==> src/rtl/core/cwp_pkg.sv <==
// Shared constants, status codes and controller/datapath interface types of the way partitioner.
package cwp_pkg;

  localparam int MASK_BITS_DEF = 32;
  localparam int CORE_BITS     = 32;
  localparam int CNT_W         = 6;
  localparam int ID_W          = 5;
  localparam int STAT_W        = 3;
  localparam int SLICE_W       = 32;

  localparam logic [STAT_W-1:0] ST_OK        = 3'd0;
  localparam logic [STAT_W-1:0] ST_WAYS_ZERO = 3'd1;
  localparam logic [STAT_W-1:0] ST_SPLIT     = 3'd2;
  localparam logic [STAT_W-1:0] ST_NO_CORES  = 3'd3;
  localparam logic [STAT_W-1:0] ST_FEW_WAYS  = 3'd4;

  typedef struct packed {
    logic              load;
    logic              count_step;
    logic              div_init;
    logic              div_step;
    logic              base_init;
    logic              search_step;
    logic              emit;
    logic              emit_error;
    logic [STAT_W-1:0] err_code;
  } cwp_cmd_t;

  typedef struct packed {
    logic ways_zero;
    logic ways_split;
    logic scan_last;
    logic cores_none;
    logic div_last;
    logic width_zero;
    logic search_done;
    logic emit_last;
  } cwp_stat_t;

endpackage

==> src/rtl/core/cwp_ctrl.sv <==
// Sequencing state machine of the way partitioner.
module cwp_ctrl import cwp_pkg::*; (
  input  logic      clk,
  input  logic      rst,
  input  logic      start,
  input  cwp_stat_t stat,
  output cwp_cmd_t  cmd,
  output logic      busy
);

  typedef enum logic [2:0] {
    S_IDLE, S_CHECK, S_COUNT, S_NCHK, S_DIV, S_WCHK, S_SEARCH, S_EMIT
  } state_t;

  state_t state;
  state_t state_next;

  always_comb begin
    state_next = state;
    cmd        = '0;
    cmd.err_code = ST_OK;
    unique case (state)
      S_IDLE: begin
        if (start) begin
          cmd.load   = 1'b1;
          state_next = S_CHECK;
        end
      end
      S_CHECK: begin
        if (stat.ways_zero) begin
          cmd.emit_error = 1'b1;
          cmd.err_code   = ST_WAYS_ZERO;
          state_next     = S_IDLE;
        end else if (stat.ways_split) begin
          cmd.emit_error = 1'b1;
          cmd.err_code   = ST_SPLIT;
          state_next     = S_IDLE;
        end else begin
          state_next = S_COUNT;
        end
      end
      S_COUNT: begin
        cmd.count_step = 1'b1;
        if (stat.scan_last) state_next = S_NCHK;
      end
      S_NCHK: begin
        if (stat.cores_none) begin
          cmd.emit_error = 1'b1;
          cmd.err_code   = ST_NO_CORES;
          state_next     = S_IDLE;
        end else begin
          cmd.div_init = 1'b1;
          state_next   = S_DIV;
        end
      end
      S_DIV: begin
        cmd.div_step = 1'b1;
        if (stat.div_last) state_next = S_WCHK;
      end
      S_WCHK: begin
        if (stat.width_zero) begin
          cmd.emit_error = 1'b1;
          cmd.err_code   = ST_FEW_WAYS;
          state_next     = S_IDLE;
        end else begin
          cmd.base_init = 1'b1;
          state_next    = S_SEARCH;
        end
      end
      S_SEARCH: begin
        if (stat.search_done) begin
          state_next = S_EMIT;
        end else begin
          cmd.search_step = 1'b1;
        end
      end
      S_EMIT: begin
        cmd.emit = 1'b1;
        if (stat.emit_last) state_next = S_IDLE;
      end
      default: state_next = S_IDLE;
    endcase
  end

  always_ff @(posedge clk) begin
    if (rst) begin
      state <= S_IDLE;
    end else begin
      state <= state_next;
    end
  end

  assign busy = (state != S_IDLE);

endmodule

==> src/rtl/core/cwp_datapath.sv <==
// Datapath of the way partitioner: bit counters, divider, base search and class output.
module cwp_datapath import cwp_pkg::*; #(
  parameter int MASK_BITS = MASK_BITS_DEF
) (
  input  logic                 clk,
  input  logic                 rst,
  input  cwp_cmd_t             cmd,
  output cwp_stat_t            stat,
  input  logic [CORE_BITS-1:0] core_select,
  input  logic [CORE_BITS-1:0] way_mask_in,
  output logic                 strobe,
  output logic [ID_W-1:0]      class_id,
  output logic [ID_W-1:0]      core_index,
  output logic [SLICE_W-1:0]   slice_mask,
  output logic [CNT_W-1:0]     class_count,
  output logic [STAT_W-1:0]    status,
  output logic                 last
);

  localparam int SCAN_LEN = (MASK_BITS > CORE_BITS) ? MASK_BITS : CORE_BITS;
  localparam int SCAN_W   = $clog2(SCAN_LEN);
  localparam int WC_W     = $clog2(MASK_BITS + 1);
  localparam int DIV_W    = $clog2(WC_W);

  logic [CORE_BITS-1:0] rem_cores;
  logic [MASK_BITS-1:0] ways;
  logic [SCAN_LEN-1:0]  scan_c;
  logic [SCAN_LEN-1:0]  scan_w;
  logic [SCAN_W-1:0]    scan_cnt;
  logic [CNT_W-1:0]     n_cores;
  logic [WC_W-1:0]      n_ways;
  logic [WC_W-1:0]      div_q;
  logic [CNT_W-1:0]     div_r;
  logic [DIV_W-1:0]     div_cnt;
  logic [MASK_BITS-1:0] base;
  logic [WC_W-1:0]      srch_cnt;
  logic [ID_W-1:0]      k;

  logic [SCAN_LEN-1:0]  ways_wide;
  logic [MASK_BITS-1:0] ways_in;
  logic [MASK_BITS-1:0] ways_lsb;
  logic [MASK_BITS-1:0] ways_sum;
  logic [CNT_W:0]       div_trial;
  logic [MASK_BITS:0]   one_wide;
  logic [MASK_BITS:0]   run_wide;
  logic [MASK_BITS-1:0] base_shl;
  logic [SCAN_LEN-1:0]  base_wide;
  logic [ID_W-1:0]      low_idx;
  logic [CNT_W-1:0]     k_plus;

  assign ways_wide = SCAN_LEN'(way_mask_in);
  assign ways_in   = ways_wide[MASK_BITS-1:0];

  // A mask is one run when adding its lowest set bit clears every set bit.
  assign ways_lsb = ways & (~ways + MASK_BITS'(1));
  assign ways_sum = ways + ways_lsb;

  assign div_trial = {div_r, n_ways[WC_W-1]} - {1'b0, n_cores};
  assign one_wide  = (MASK_BITS + 1)'(1) << div_q;
  assign run_wide  = one_wide - (MASK_BITS + 1)'(1);
  assign base_shl  = base << div_q;
  assign base_wide = SCAN_LEN'(base);
  assign k_plus    = CNT_W'(k) + CNT_W'(1);

  always_comb begin
    low_idx = '0;
    for (int i = CORE_BITS - 1; i >= 0; i--) begin
      if (rem_cores[i]) low_idx = ID_W'(i);
    end
  end

  assign stat.ways_zero   = (ways == '0);
  assign stat.ways_split  = ((ways_sum & ways) != '0);
  assign stat.scan_last   = (scan_cnt == SCAN_W'(SCAN_LEN - 1));
  assign stat.cores_none  = (n_cores == '0);
  assign stat.div_last    = (div_cnt == DIV_W'(WC_W - 1));
  assign stat.width_zero  = (div_q == '0);
  assign stat.search_done = (srch_cnt == WC_W'(MASK_BITS)) || ((base & ways) != '0)
                            || (base_shl == '0);
  assign stat.emit_last   = (k_plus == n_cores);

  always_ff @(posedge clk) begin
    if (cmd.load) begin
      rem_cores <= core_select;
      ways      <= ways_in;
      scan_c    <= SCAN_LEN'(core_select);
      scan_w    <= SCAN_LEN'(ways_in);
      scan_cnt  <= '0;
      n_cores   <= '0;
      n_ways    <= '0;
    end
    if (cmd.count_step) begin
      scan_c   <= scan_c >> 1;
      scan_w   <= scan_w >> 1;
      scan_cnt <= scan_cnt + SCAN_W'(1);
      n_cores  <= n_cores + CNT_W'(scan_c[0]);
      n_ways   <= n_ways + WC_W'(scan_w[0]);
    end
    // Restoring divide: the dividend shifts out of n_ways while quotient bits shift in.
    if (cmd.div_init) begin
      div_r   <= '0;
      div_cnt <= '0;
      div_q   <= '0;
    end
    if (cmd.div_step) begin
      div_cnt <= div_cnt + DIV_W'(1);
      n_ways  <= n_ways << 1;
      if (!div_trial[CNT_W]) begin
        div_r <= div_trial[CNT_W-1:0];
        div_q <= {div_q[WC_W-2:0], 1'b1};
      end else begin
        div_r <= {div_r[CNT_W-2:0], n_ways[WC_W-1]};
        div_q <= {div_q[WC_W-2:0], 1'b0};
      end
    end
    if (cmd.base_init) begin
      base     <= run_wide[MASK_BITS-1:0];
      srch_cnt <= '0;
      k        <= '0;
    end
    if (cmd.search_step) begin
      base     <= base_shl;
      srch_cnt <= srch_cnt + WC_W'(1);
    end
    if (cmd.emit) begin
      base               <= base_shl;
      k                  <= k + ID_W'(1);
      rem_cores[low_idx] <= 1'b0;
    end
  end

  always_ff @(posedge clk) begin
    if (rst) begin
      strobe <= 1'b0;
    end else begin
      strobe <= cmd.emit || cmd.emit_error;
    end
    if (cmd.emit) begin
      class_id    <= k;
      core_index  <= low_idx;
      slice_mask  <= base_wide[SLICE_W-1:0];
      class_count <= n_cores;
      status      <= ST_OK;
      last        <= stat.emit_last;
    end else if (cmd.emit_error) begin
      class_id    <= '0;
      core_index  <= '0;
      slice_mask  <= '0;
      class_count <= '0;
      status      <= cmd.err_code;
      last        <= 1'b1;
    end
  end

endmodule

==> src/rtl/core/cache_way_partitioner_top.sv <==
// Cache way partitioner: one request word in, one class word per selected core out.
// Steps: a zero or split way mask is rejected at the first check; otherwise the set bits of
// both masks are counted, an empty core selection is rejected, the way count is divided by
// the core count, a zero width is rejected, the base search shifts the run up to the way
// mask, then one class word is sent per cycle. Every rejection sends one error word.
// One request at a time; busy stays high until the last word. The receiver cannot stall.
// Synchronous active-high reset returns the controller to idle and clears the strobe.
module cache_way_partitioner_top import cwp_pkg::*; #(
  parameter int MASK_BITS = MASK_BITS_DEF
) (
  input  logic                 clk,
  input  logic                 rst,
  input  logic                 start,
  output logic                 busy,
  input  logic [CORE_BITS-1:0] core_select,
  input  logic [CORE_BITS-1:0] way_mask_in,
  output logic                 strobe,
  output logic [ID_W-1:0]      class_id,
  output logic [ID_W-1:0]      core_index,
  output logic [SLICE_W-1:0]   slice_mask,
  output logic [CNT_W-1:0]     class_count,
  output logic [STAT_W-1:0]    status,
  output logic                 last
);

  cwp_cmd_t  cmd;
  cwp_stat_t stat;

  cwp_ctrl u_ctrl (
    .clk   (clk),
    .rst   (rst),
    .start (start),
    .stat  (stat),
    .cmd   (cmd),
    .busy  (busy)
  );

  cwp_datapath #(
    .MASK_BITS (MASK_BITS)
  ) u_datapath (
    .clk         (clk),
    .rst         (rst),
    .cmd         (cmd),
    .stat        (stat),
    .core_select (core_select),
    .way_mask_in (way_mask_in),
    .strobe      (strobe),
    .class_id    (class_id),
    .core_index  (core_index),
    .slice_mask  (slice_mask),
    .class_count (class_count),
    .status      (status),
    .last        (last)
  );

endmodule
==> config.mk <==
export PLATFORM = sky130hd
export DESIGN_NAME = cache_way_partitioner_top
export DESIGN_NICKNAME = d
export VERILOG_FILES = /design/src/rtl/core/cwp_pkg.sv /design/src/rtl/core/cwp_ctrl.sv /design/src/rtl/core/cwp_datapath.sv /design/src/rtl/core/cache_way_partitioner_top.sv
export SDC_FILE = /design/constraint.sdc
export NUM_CORES = 1
export LEC_CHECK = 0
export BUFFER_PORTS_ARGS = -buffer_cell sky130_fd_sc_hd__buf_4
export CAP_MARGIN = 40
export CORE_ASPECT_RATIO = 1.1
export CORE_MARGIN = 8
export CORE_UTILIZATION = 63
export CTS_CLUSTER_SIZE = 16
export DETAILED_ROUTE_END_ITERATION = 16
export GPL_ROUTABILITY_DRIVEN = 1
export PLACE_DENSITY = 0.83
export SETUP_SLACK_MARGIN = 0.05
export SLEW_MARGIN = 20
export SYNTH_ARGS = -nofsm -noshare
export SYNTH_HDL_FRONTEND = slang
export SYNTH_SLANG_ARGS = --single-unit
export TNS_END_PERCENT = 30
==> constraint.sdc <==
create_clock -name clk -period 7.4 [get_ports clk]
set_input_delay 0.37 -clock clk [delete_from_list [all_inputs] [get_ports clk]]
set_output_delay 0.37 -clock clk [all_outputs]
set_load 0.02 [all_outputs]
==> impl_results.md <==
- Root Driver: clkbuf_16
- Drt pass-1 iters: 5
- GR Overflow Total: 0
- Gpl congestion: 1.04
- Total number of vias: 13.4k
- Die height: 180 um
- CTS max path bufs: 3
- Mapped Nets: 1657
- Worst EP required: 7.70 ns
- Pleak: 6.79 nW
- Final WL: 46.2 mm
- Detailed-route vias per instance: 6.69
- WS Path Type: reg -> reg
- Layout Nets: 1753
- First DRT Iteration DRCs: 1430
- Final setup fails: 0
- Xor/xnor share of the synthesized area: 0.0165
- Critical path arrival: 5.25 ns
- Tcrit/Tclk final: 0.668
- CTS buffer count: 26
- Largest net degree at the start of global routing: 74
- Clock Latency Late Sink: 0.56 ns
- Critical path endpoint category: flop
- Mux share of post-synthesis cell area: 0.106
- Power density cells: 189 mW/mm^2
- Hold crit path type: in -> reg
- EDFF count, synth: 217
- Die Span X: 165 um
- Detail Route Antenna Nets: 0
- Cells on worst reg2reg path: 13
- Drc violations: 0
- Max IR drop VDD: 0.000248 V
- CTS Sinks: 259
- Synth warnings: 0
- TritonCTS clock tree: built
- Setup Skew: 0.0138 ns
- First-pass GRT wire length: 72.1 mm
- Slew Viols, Final: 0
- Starting Density: 0.634
- Final hold vios: 0
- IO buf count: 120
- Slew margin rel.: 0.402
- Max Clk Rate: 202 MHz
- Critical path launch point: u_datapath.div_q[2]
- Worst Path Max Fanout: 37
- CTS clk-pin slew, worst paths: 0.06 ns
- Max-Cap Viols: 0
- CP Launch Type: flop
- Vias in the first global route: 13.1k
- Async SR Flop Fraction: 0
- Syn Area/Cell: 9.78 sq um
- Largest family of logic cells by synthesized area: simple AND/OR/NAND/NOR gates
- Compound-Gate Fraction of Synth Area: 0.137
- CTS H-tree lvls: 1
- Row count: 60
- #FFs+latches synth: 259
- Hpwl dp: 32.3 mm
- Fin Setup TNS: 0 ns
- Worst r2r src: u_datapath.div_q[2]
- Post-Syn Area: 0.0154 sq mm
- Antenna violations before repair: 0
- Post-CTS Setup Bufs: 0
- Yosys cell types: 84
- Critical path destination: u_datapath.base[19]
- Layout cell share with drive strength beyond 1: 0.163
- I/O Pins: 121
- Wire per inst: 23.2 um
- RSZ-0062 raised after global routing: false
- WHS: 0.0108 ns
- Outcome: finished, final reports clean
- Seq/Total Area, Yosys: 0.479
- Layout area overhead: 14.3%
- Mapped Cells: 1571
- Minimum clock period: 4.94 ns
- RR Endpoint: u_datapath.base[19]
- Die ar.: 0.0297 sq mm
- Simple-gate share of the synthesized area: 0.210
- Core area: 0.0242 sq mm
- Main flop type after synthesis: edfxtp_1
- N_diodes: 0
- Adder-cell share of the synthesized area: 0.0160
- Slew @ Worst Pin: 0.896 ns
- Total GRT Usage: 0.307
- Reg2Reg Setup Slack: 2.46 ns
## layer usage
layer / track usage / wire [um] / part of all wire
met1: 0.400 / 17900 / 0.39
met3: 0.0462 / 4120 / 0.089
met5: 0 / 0 / 0
met4: 0.145 / 2260 / 0.049
met2: 0.494 / 22000 / 0.48
## worst min-delay path by stage
stage / from / cells after the start / slack (ns) / endpoint
4_1_cts: way_mask_in[0] / 1 / 0.0004 / u_datapath.ways[0]
6_report: way_mask_in[28] / 1 / 0.01 / u_datapath.ways[28]
2_1_floorplan: rst / 1 / 0.44 / u_ctrl.state[1]
5_1_grt: way_mask_in[12] / 1 / 0.0002 / u_datapath.ways[12]
3_5_place_dp: u_datapath.scan_w[31] / 2 / 0.46 / u_datapath.scan_w[31]
3_3_place_gp: u_datapath.scan_w[31] / 2 / 0.45 / u_datapath.scan_w[31]
## sequential cells by signal, indices dropped and copies added, names as in the netlist, 3 cells and up
signal,flops
u_ctrl.state,3
u_datapath.base,32
u_datapath.class_count,6
u_datapath.class_id,5
u_datapath.core_index,5
u_datapath.div_cnt,3
u_datapath.div_q,6
u_datapath.div_r,6
u_datapath.k,5
u_datapath.n_cores,6
u_datapath.n_ways,6
u_datapath.rem_cores,32
u_datapath.scan_c,32
u_datapath.scan_cnt,5
u_datapath.scan_w,32
u_datapath.slice_mask,32
u_datapath.srch_cnt,6
u_datapath.status,3
u_datapath.ways,32
## final cells by class
type	instances	area (sq um)
Multi-Input combinational cell	1175	7480
Sequential cell	259	7360
Fill cell	1760	6690
Timing Repair Buffer	167	1330
Clock buffer	34	732
Tap cell	310	388
Inverter	38	143
Clock inverter	12	141
## worst max-delay path, cell delays in order (launching register included)
cell,delay [ns]
edfxtp_1,0.91
buf_4,0.54
nor2_1,0.29
a22oi_1,0.23
o221ai_1,0.21
nor4b_1,0.55
a31o_2,0.28
nand4b_1,0.12
o31ai_2,0.25
buf_4,0.21
and2_2,0.55
buf_4,0.35
a21o_1,0.11
nand2_1,0.05
## placed cells by master (no fill, tap or decap), types with 12 or more instances in the layout
cell / netlist / final
a31oi_1: 12 / 12
mux2i_1: 63 / 63
nand4_1: 16 / 16
nor2_1: 135 / 133
a22oi_1: 17 / 17
nand2b_1: 15 / 15
nor4_1: 21 / 21
xnor2_1: 19 / 19
dlygate4sd3_1: 0 / 15
mux2_2: 20 / 20
mux4_2: 34 / 34
o31ai_1: 13 / 13
dfxtp_1: 42 / 42
nor2b_1: 20 / 20
ha_1: 18 / 18
edfxtp_1: 217 / 217
nor3_1: 33 / 33
o211ai_1: 14 / 14
a21oi_1: 95 / 95
and2_1: 54 / 53
buf_4: 1 / 147
nand2_1: 297 / 297
a221oi_1: 14 / 14
inv_1: 35 / 34
o21ai_0: 60 / 59
clkbuf_16: 0 / 27
nand3_1: 40 / 40
## metrics by stage
step / power [W] / setup slack [ns] / cell area, sq um / util / instances
after floorplan: 0.00189 / 2.81 / 15400 / - / 1571
after global placement: 0.00198 / 2.54 / 16500 / 0.680 / 1930
after detailed placement: 0.00199 / 2.47 / 16500 / 0.680 / 1931
after CTS: 0.00332 / 2.48 / 17400 / 0.719 / 1985
after global routing: 0.00342 / 2.21 / 17600 / 0.724 / 1995
final: 0.00332 / 2.46 / 17600 / 0.724 / 1995
## power breakdown
part / internal, W / switching [W] / total (W)
combinational: 0.000110 / 0.000146 / 0.000256
clock: 0.000770 / 0.000571 / 0.00134
sequential: 0.00165 / 0.0000674 / 0.00172
## logic make-up (layout without fill, tap and decap cells)
logic type                 Yosys count  in the layout
AOI/OAI and AO/OA                  321            321
xor gates and xnor gates            29             29
adders and majority gates           19             19
buffers and inverters              137            251
DFF                                259            259
muxes                              117            117
and+or+nand+nor                    689            689
## repair_timing
item / in CTS / in global routing
endpoints found under the setup margin: 0 / 0
endpoints found under the hold margin: 10 / 7
hold buffers: 8 / 7
gates resized for setup: 0 / 0
## synth_stat cells, types with 10 or more instances
| cell type | instances | area share |
|---|---|---|
| mux2i_1 | 63 | 0.041 |
| o31ai_1 | 13 | 0.0063 |
| and3_1 | 11 | 0.0045 |
| o21ai_0 | 60 | 0.020 |
| ha_1 | 18 | 0.015 |
| a221oi_1 | 14 | 0.0080 |
| xnor2_1 | 19 | 0.011 |
| xor2_1 | 10 | 0.0057 |
| clkbuf_1 | 72 | 0.018 |
| buf_2 | 14 | 0.0046 |
| mux4_2 | 34 | 0.050 |
| mux2_2 | 20 | 0.015 |
| nor2b_1 | 20 | 0.0081 |
| nand2_1 | 297 | 0.073 |
| nor2_1 | 135 | 0.033 |
| nand4_1 | 16 | 0.0065 |
| nand3_1 | 40 | 0.013 |
| a211oi_1 | 10 | 0.0049 |
| a31oi_1 | 12 | 0.0049 |
| o211ai_1 | 14 | 0.0068 |
| nand2b_1 | 15 | 0.0061 |
| and2_1 | 54 | 0.022 |
| a21oi_1 | 95 | 0.031 |
| nor4_1 | 21 | 0.0085 |
| inv_1 | 35 | 0.0085 |
| a22oi_1 | 17 | 0.0083 |
| edfxtp_1 | 217 | 0.42 |
| nor3_1 | 33 | 0.011 |
| dfxtp_1 | 42 | 0.055 |
No activity file was read; power rests on OpenSTA's default activity.
